<file path="src/sv/welb_pkg.sv">
`default_nettype none
// ----------------------------------------------------------------------------
// Wraparound event log buffer package
// Depth, field widths, command codes and shared types of the event log.
// ----------------------------------------------------------------------------
package welb_pkg;

  localparam int LOG_DEPTH = 256;
  localparam int IDX_W     = $clog2(LOG_DEPTH);
  localparam int CNT_W     = $clog2(LOG_DEPTH + 1);

  localparam int CMD_W   = 2;
  localparam int TAG_W   = 8;
  localparam int STAMP_W = 32;
  localparam int CODE_W  = 8;
  localparam int RIDX_W  = 8;

  localparam int APB_ADDR_W = 3;
  localparam int APB_DATA_W = 32;

  localparam logic [CODE_W-1:0] START_CODE_RST = 8'd1;
  localparam logic [CODE_W-1:0] END_CODE_RST   = 8'd2;

  typedef enum logic [CMD_W-1:0] {
    CMD_APPEND = 2'd0,
    CMD_READ   = 2'd1,
    CMD_QUERY  = 2'd2,
    CMD_CLEAR  = 2'd3
  } cmd_e;

  typedef enum logic {
    REG_START_CODE = 1'b0,
    REG_END_CODE   = 1'b1
  } reg_idx_e;

  typedef struct packed {
    logic [STAMP_W-1:0] stamp;
    logic [TAG_W-1:0]   tag;
    logic [CODE_W-1:0]  code;
  } entry_t;

  typedef struct packed {
    logic [CODE_W-1:0] start_code;
    logic [CODE_W-1:0] end_code;
  } cfg_t;

  typedef struct packed {
    logic [CNT_W-1:0]   fill_count;
    logic               read_valid;
    logic [STAMP_W-1:0] read_stamp;
    logic [TAG_W-1:0]   read_tag;
    logic [CODE_W-1:0]  read_code;
    logic [STAMP_W-1:0] newest_stamp;
    logic [TAG_W-1:0]   newest_tag;
    logic [CODE_W-1:0]  newest_code;
    logic [STAMP_W-1:0] span_ms;
    logic [STAMP_W-1:0] tag_time_ms;
  } res_t;

endpackage
`default_nettype wire

</file>
<file path="src/sv/welb_cfg.sv">
`default_nettype none
// ----------------------------------------------------------------------------
// Event log configuration registers
// APB-style register block holding the start and end outcome codes.
// ----------------------------------------------------------------------------
module welb_cfg import welb_pkg::*; (
  input  wire logic                  clk_i,
  input  wire logic                  rst_ni,
  input  wire logic                  psel,
  input  wire logic                  penable,
  input  wire logic                  pwrite,
  input  wire logic [APB_ADDR_W-1:0] paddr,
  input  wire logic [APB_DATA_W-1:0] pwdata,
  output logic      [APB_DATA_W-1:0] prdata,
  output logic                       pready,
  output cfg_t                       cfg_o
);

  cfg_t     cfg_q, cfg_d;
  reg_idx_e reg_idx;
  logic     wr_en;

  // Registers sit on word boundaries, so the word index is the top address bit.
  assign reg_idx = reg_idx_e'(paddr[APB_ADDR_W-1]);
  assign wr_en   = psel && penable && pwrite;
  assign pready  = 1'b1;

  always_comb begin
    cfg_d = cfg_q;
    if (wr_en) begin
      case (reg_idx)
        REG_START_CODE: cfg_d.start_code = pwdata[CODE_W-1:0];
        REG_END_CODE:   cfg_d.end_code   = pwdata[CODE_W-1:0];
        default:        cfg_d = cfg_q;
      endcase
    end
  end

  always_comb begin
    case (reg_idx)
      REG_START_CODE: prdata = APB_DATA_W'(cfg_q.start_code);
      REG_END_CODE:   prdata = APB_DATA_W'(cfg_q.end_code);
      default:        prdata = '0;
    endcase
  end

  always_ff @(posedge clk_i or negedge rst_ni) begin
    if (!rst_ni) begin
      cfg_q.start_code <= START_CODE_RST;
      cfg_q.end_code   <= END_CODE_RST;
    end else begin
      cfg_q <= cfg_d;
    end
  end

  assign cfg_o = cfg_q;

endmodule
`default_nettype wire

</file>
<file path="config.mk">
export PLATFORM = sky130hd
export DESIGN_NAME = welb_cfg
export DESIGN_NICKNAME = d
export VERILOG_FILES = /design/src/sv/welb_pkg.sv /design/src/sv/welb_cfg.sv
export SDC_FILE = /design/constraint.sdc
export NUM_CORES = 1
export LEC_CHECK = 0
export ABC_AREA = 1
export BUFFER_PORTS_ARGS = -buffer_cell sky130_fd_sc_hd__buf_2
export CORE_MARGIN = 1
export CORE_UTILIZATION = 33
export CTS_CLUSTER_DIAMETER = 100
export DETAILED_ROUTE_END_ITERATION = 8
export PLACE_DENSITY = 0.85
export SLEW_MARGIN = 30
export SYNTH_ARGS = -nofsm -noshare
export SYNTH_HDL_FRONTEND = slang
export SYNTH_SLANG_ARGS = --single-unit
</file>
<file path="constraint.sdc">
create_clock -name clk_i -period 0.9 [get_ports clk_i]
set_clock_uncertainty 0.1 [all_clocks]
set_input_delay 0 -clock clk_i [delete_from_list [all_inputs] [get_ports clk_i]]
set_output_delay 0 -clock clk_i [all_outputs]
set_load 0.005 [all_outputs]
</file>
==> impl_metrics.ini, run 1 <==
[critical_path]
regToRegEndpoint = cfg_o[8]
worstSetupStartpointType = flip-flop
critical_path_class = flip-flop to output pin
worst_path_max_delay_cell = sky130_fd_sc_hd__dfstp_2
path_common_cell = sky130_fd_sc_hd__nand2_1
cpPeakStageDelay_ps = 550
critical_path.cell_chain = nand2_1 -> nand2_1 -> buf_2
crit_arrival_ps = 1040
crit-reg2reg-launch = cfg_o[8]
worstSetupEndpointType = output pin
r2r_setup_slack_ps = 0
crit_fanout = 3
critPathRequiredTime_ps = 800
timing.reg2reg.worst_path_depth = 3

[global_routing]
total_routing_resource_utilization_after_global_routing_pct = 14.0
grt_max_degree = 17
grt_antenna_before_repair = 0
gr-total-overflow = 0
gr-usage-met3_pct = 2.09
grt_use_met2_pct = 25.1
vias_in_the_first_global_route = 786
globalRoute.busiestLayer = met2
grt_met1_use_pct = 17.1
grt_pass1_wl_um = 3420

[clock_tree]
clock_sinks = 16
clock_tree_from_tritoncts = done
clockBufferDepth = 2
htreeDepth = 1
cts-buffers-inserted = 3
clk_pin_slew_ps = 90
clockRootBuffer = sky130_fd_sc_hd__clkbuf_4
clk-insertion-delay-late_ps = 270

[synthesis]
syn_inst = 125
yosys_warnings = 0
synth_area_leader_cell = sky130_fd_sc_hd__dfrtp_1
yosys_register_bits = 16
synth_cell_types = 11
post-synth-top-area-fraction_pct = 36.8
netlist_top_cells_area = sky130_fd_sc_hd__dfrtp_1 37%, sky130_fd_sc_hd__nand2_1 22%, sky130_fd_sc_hd__buf_4 20%, sky130_fd_sc_hd__nand3_1 8.4%, sky130_fd_sc_hd__dfstp_2 5.5%
post_synthesis_area_per_instance_um2 = 7.62
synthesis.area_um2 = 952
ys_seq_area_share_pct = 42.3

[drt]
detail_route.wirelength_um = 2080
detailed_route_iter0_violations = 22
num_vias = 896
route.detailed.drc = 0
route.detailed.vias_per_inst = 4.11
detail_route.first_pass.iterations = 4
post_drt_wl_per_cell_um = 9.56
detail-route-antenna-nets = 0

[final_layout]
finalNetCount = 228
n_antenna_cell = 0
syn2layout_area_growth_pct = 38.6
final-seq-area_um2 = 403
drive_gt1_share_pct = 34.8
multi_input_area_um2 = 420
fill_cells = 294
largest_register_ff_count = 16

[status]
run_status = finished with violations
violations_in_the_final_reports = negative setup slack

[placed_design]
finalWeightedCongestion = 0.704
port_buffers = 37
dpl.hpwl_um = 1520

[floorplan]
dieWidth_um = 55.7
initial_core_util_pct = 34.8
floorplan.io_pins = 89
placementRows = 19
chipHeight_um = 55.7
die_area_mm2 = 0.00310
core_region_area_mm2 = 0.00273

[timing]
setup_viol = 24
max_fclk_mhz = 877
report.final.slew_viol_count = 0
period_utilization_post_route_pct = 127
timing.final.crit_period_ps = 1140
finalHoldViolCount = 0
rsz0062_at_grt = yes
hold-worst-slack_ps = 46.6
total_negative_setup_slacks_ps = -1640
timing.final.ws_setup_ps = -240

[run]
timing.max_cap.violations = 0

[pwr]
power.ir.vdd_worst_v = 0.000830
leakage_nw = 0.804
pwr_density_cell_mw_per_mm2 = 1570
power_mw = 2.07

[hold_path]
hold_path_end = cfg_o[1]
timing.hold.worst_path_depth = 4
hold_class = primary input to flip-flop
worstHoldStart = paddr[2]
-- repair_timing --
action                     in CTS  in global routing
setup buffers                   7                  4
setup endpoints to repair      24                 26
gates resized for setup         0                  4
hold buffers                    9                  0
pin swaps                       3                  6
hold endpoints to repair       32                  0
-- kinds of logic after synthesis --
logic type,synth area share (%)
simple gates,34.0
buf+inv,22.9
flops,42.3
other cells,0.789
-- report_power, final --
part	leakage (nW)	switching, mW	internal [mW]
combinational	0.592	0.317	0.404
clock	0.0150	0.218	0.172
sequential	0.197	0.0972	0.866
-- synthesized netlist by cell type --
cell                      instances
sky130_fd_sc_hd__inv_2            2
sky130_fd_sc_hd__buf_4           26
sky130_fd_sc_hd__nand4_2          1
sky130_fd_sc_hd__nor2_4           1
sky130_fd_sc_hd__nand2_1         57
sky130_fd_sc_hd__dfrtp_1         14
sky130_fd_sc_hd__conb_1           2
sky130_fd_sc_hd__nand3_1         16
sky130_fd_sc_hd__buf_2            3
sky130_fd_sc_hd__dfstp_2          2
sky130_fd_sc_hd__nand4_1          1
-- layout make-up --
| type | count | area share, % |
|---|---|---|
| Tap cell | 31 | 2.94 |
| Sequential cell | 16 | 30.5 |
| Timing Repair Buffer | 64 | 32.1 |
| Multi-Input combinational cell | 101 | 31.8 |
| Clock buffer | 4 | 1.99 |
| Inverter | 2 | 0.569 |
-- worst max-delay path: cells and delay by family, from the launching register on --
| kind | cells | cell delay [ps] |
|---|---|---|
| and+or+nand+nor | 2 | 120 |
| DFF | 1 | 550 |
| buffers and inverters | 1 | 100 |
-- through the flow --
step | setup WS (ps) | std cells | instance area (um^2) | util, %
floorplan | 112 | 148 | 1040 | -
global placement | 78.4 | 194 | 1100 | 40.4
detailed placement | 71.9 | 194 | 1100 | 40.4
CTS | -244 | 214 | 1270 | 46.6
global route | -302 | 218 | 1320 | 48.3
finish | -240 | 218 | 1320 | 48.3
-- worst max path at each step --
stage	end	from	slack [ps]
final	prdata[0]	cfg_o[8]	-240
after global routing	prdata[0]	cfg_o[8]	-300
after CTS	prdata[1]	cfg_o[1]	-240
after detailed placement	prdata[1]	cfg_o[1]	70
after global placement	prdata[1]	cfg_o[1]	80
after floorplan	cfg_o[1]	cfg_o[1]	110
-- cells in the final DEF (no fill, tap or decap), drive strengths merged --
master / instances
dfstp: 2
nand3: 16
clkbuf: 4
dfrtp: 14
nand4: 2
buf: 55
inv: 2
nor2: 1
nand2: 57
conb: 25
dlygate4sd3: 9
-- layer usage --
layer | share of wire (%) | wire, um | vias to the layer above
li1 | - | - | 464
met2 | 53 | 1100 | 29
met4 | 0 | 0 | 0
met1 | 42 | 872 | 403
met5 | 0 | 0 | -
met3 | 5.2 | 108 | 0
Power figures use the tool's default switching activity.
==> run 2, diff against run 1 <==
- clock period: 0.9 -> 1.15 ns (I/O delays scaled with it)
==> run 2 against run 1 <==
The run now ends clean. Clock power down 3%. Cell area decreased by 6.9%. Flip-flop and latch count is the same. Setup slack gained 250 ps. First-iteration DRC count decreased by 64%. Global-route usage fell by 0.32 points. Via count shrank 4.5%. Sequential share of layout area grew 2.3 points. Power shrank 24%. Critical path depth is the same. Non-clock buffer count fell by 12. Critical endpoint unchanged.
==> impl_metrics.ini, run 2 (synthesis gave the netlist of run 1 again) <==
[final_layout]
layout.cells.most_common = sky130_fd_sc_hd__nand2_1
final_cell_mix = 57 x sky130_fd_sc_hd__nand2_1, 37 x sky130_fd_sc_hd__buf_2, 25 x sky130_fd_sc_hd__conb_1, 16 x sky130_fd_sc_hd__nand3_1, 14 x sky130_fd_sc_hd__dfrtp_1
fill_cells = 302
n_antenna_cell = 0
drive_gt1_share_pct = 29.1
finalNetCount = 216
syn2layout_area_growth_pct = 29.0
finish.utilization_pct = 44.9
multi_input_area_um2 = 418
largest_register_ff_count = 16
final_cell_area_mm2 = 0.00123
final-seq-area_um2 = 403

[floorplan]
initial_core_util_pct = 34.8
placementRows = 19
dieWidth_um = 55.7
chipHeight_um = 55.7
floorplan.io_pins = 89
core_region_area_mm2 = 0.00273
die_area_mm2 = 0.00310

[drt]
route.detailed.drc = 0
route.detailed.vias_per_inst = 4.16
num_vias = 856
post_drt_wl_per_cell_um = 10.1
detail-route-antenna-nets = 0
detail_route.first_pass.iterations = 4
detail_route.wirelength_um = 2080
detailed_route_iter0_violations = 8

[pwr]
pwr_density_cell_mw_per_mm2 = 1280
leakage_nw = 0.745
power.ir.vdd_worst_v = 0.000575

[clock_tree]
clockBufferDepth = 2
clk-insertion-delay-late_ps = 290
cts-buffers-inserted = 3
clock_sinks = 16
clk_pin_slew_ps = 110
post_cts_gate_resize_count = 0
clockRootBuffer = sky130_fd_sc_hd__clkbuf_4
htreeDepth = 1
clock_tree_from_tritoncts = done

[global_routing]
grt_antenna_before_repair = 0
grt_pass1_wl_um = 3320
vias_in_the_first_global_route = 728
total_routing_resource_utilization_after_global_routing_pct = 13.7
grt_max_degree = 17
gr-total-overflow = 0

[critical_path]
critPathRequiredTime_ps = 1050
critical_path_class = flip-flop to output pin
worstSetupStartpointType = flip-flop
crit_arrival_ps = 1040
crit_path_start = cfg_o[8]
r2r_setup_slack_ps = 260
crit-reg2reg-launch = cfg_o[8]
crit_fanout = 3
timing.reg2reg.worst_path_depth = 3
regToRegEndpoint = cfg_o[8]
worstSetupEndpointType = output pin

[placed_design]
port_buffers = 37
placement.cell_area_mm2 = 0.00107
dpl.hpwl_um = 1480
finalWeightedCongestion = 0.664

[timing]
setup_viol = 0
finalHoldViolCount = 0
report.final.slew_viol_count = 0
timing.final.crit_period_ps = 1140
hold-worst-slack_ps = 37.6
rsz0062_at_grt = yes
period_utilization_post_route_pct = 99.3
max_fclk_mhz = 876

[run]
timing.max_cap.violations = 0

[hold_path]
hold_class = primary input to flip-flop
hold_path_end = cfg_o[8]
worstHoldStart = penable
timing.hold.worst_path_depth = 5

[status]
run_status = complete, no violations
run 2: layout make-up:
cell class                 instances  area share, %
multi-input combinational        101           34.0
sequential                        16           32.8
timing repair buffer              52           26.5
tap                               31           3.16
clock buffer                       4           2.95
inverter                           2          0.611
run 2: timing repair:
item / 4_1_cts / 5_1_grt
setup buffers: 0 / 1
setup endpoints to repair: 1 / 5
hold endpoints to repair: 32 / 0
pin swaps: 1 / 2
hold buffers: 11 / 0
run 2: worst max-delay path, cell delays in order (launching register included):
cell	delay, ps
sky130_fd_sc_hd__dfstp_2	550
sky130_fd_sc_hd__nand2_1	50
sky130_fd_sc_hd__nand2_1	60
sky130_fd_sc_hd__buf_2	100
run 2: report_power, final:
part / internal (mW) / switching [mW] / leakage (nW)
logic: 0.221 / 0.226 / 0.527
registers: 0.677 / 0.0740 / 0.197
clock network: 0.193 / 0.186 / 0.0210
total: 1.09 / 0.486 / 0.745
run 2: metrics by stage:
step / setup TNS (ps) / std cells / setup WS (ps) / power (mW)
3_5_place_dp: 0 / 190 / 277 / 1.18
5_1_grt: -79.7 / 206 / -39.9 / 1.68
4_1_cts: 0 / 205 / 1.08 / 1.59
6_report: 0 / 206 / 7.80 / 1.58
2_1_floorplan: 0 / 148 / 362 / 1.02
3_3_place_gp: 0 / 190 / 304 / 1.17
run 2: metal layers:
| metal | vias up | GRT usage, % | share of wire (%) |
|---|---|---|---|
| met3 | 0 | 2.33 | 4.6 |
| met1 | 387 | 16.0 | 43 |
| met4 | 0 | 4.29 | 0 |
| li1 | 442 | - | - |
| met5 | - | 0 | 0 |
| met2 | 27 | 25.1 | 53 |
run 2: worst max-delay path by stage:
stage,to,cells after the start
global route,prdata[0],3
detailed placement,cfg_o[12],5
finish,prdata[0],3
global placement,cfg_o[3],5
CTS,prdata[0],3
floorplan,cfg_o[1],2
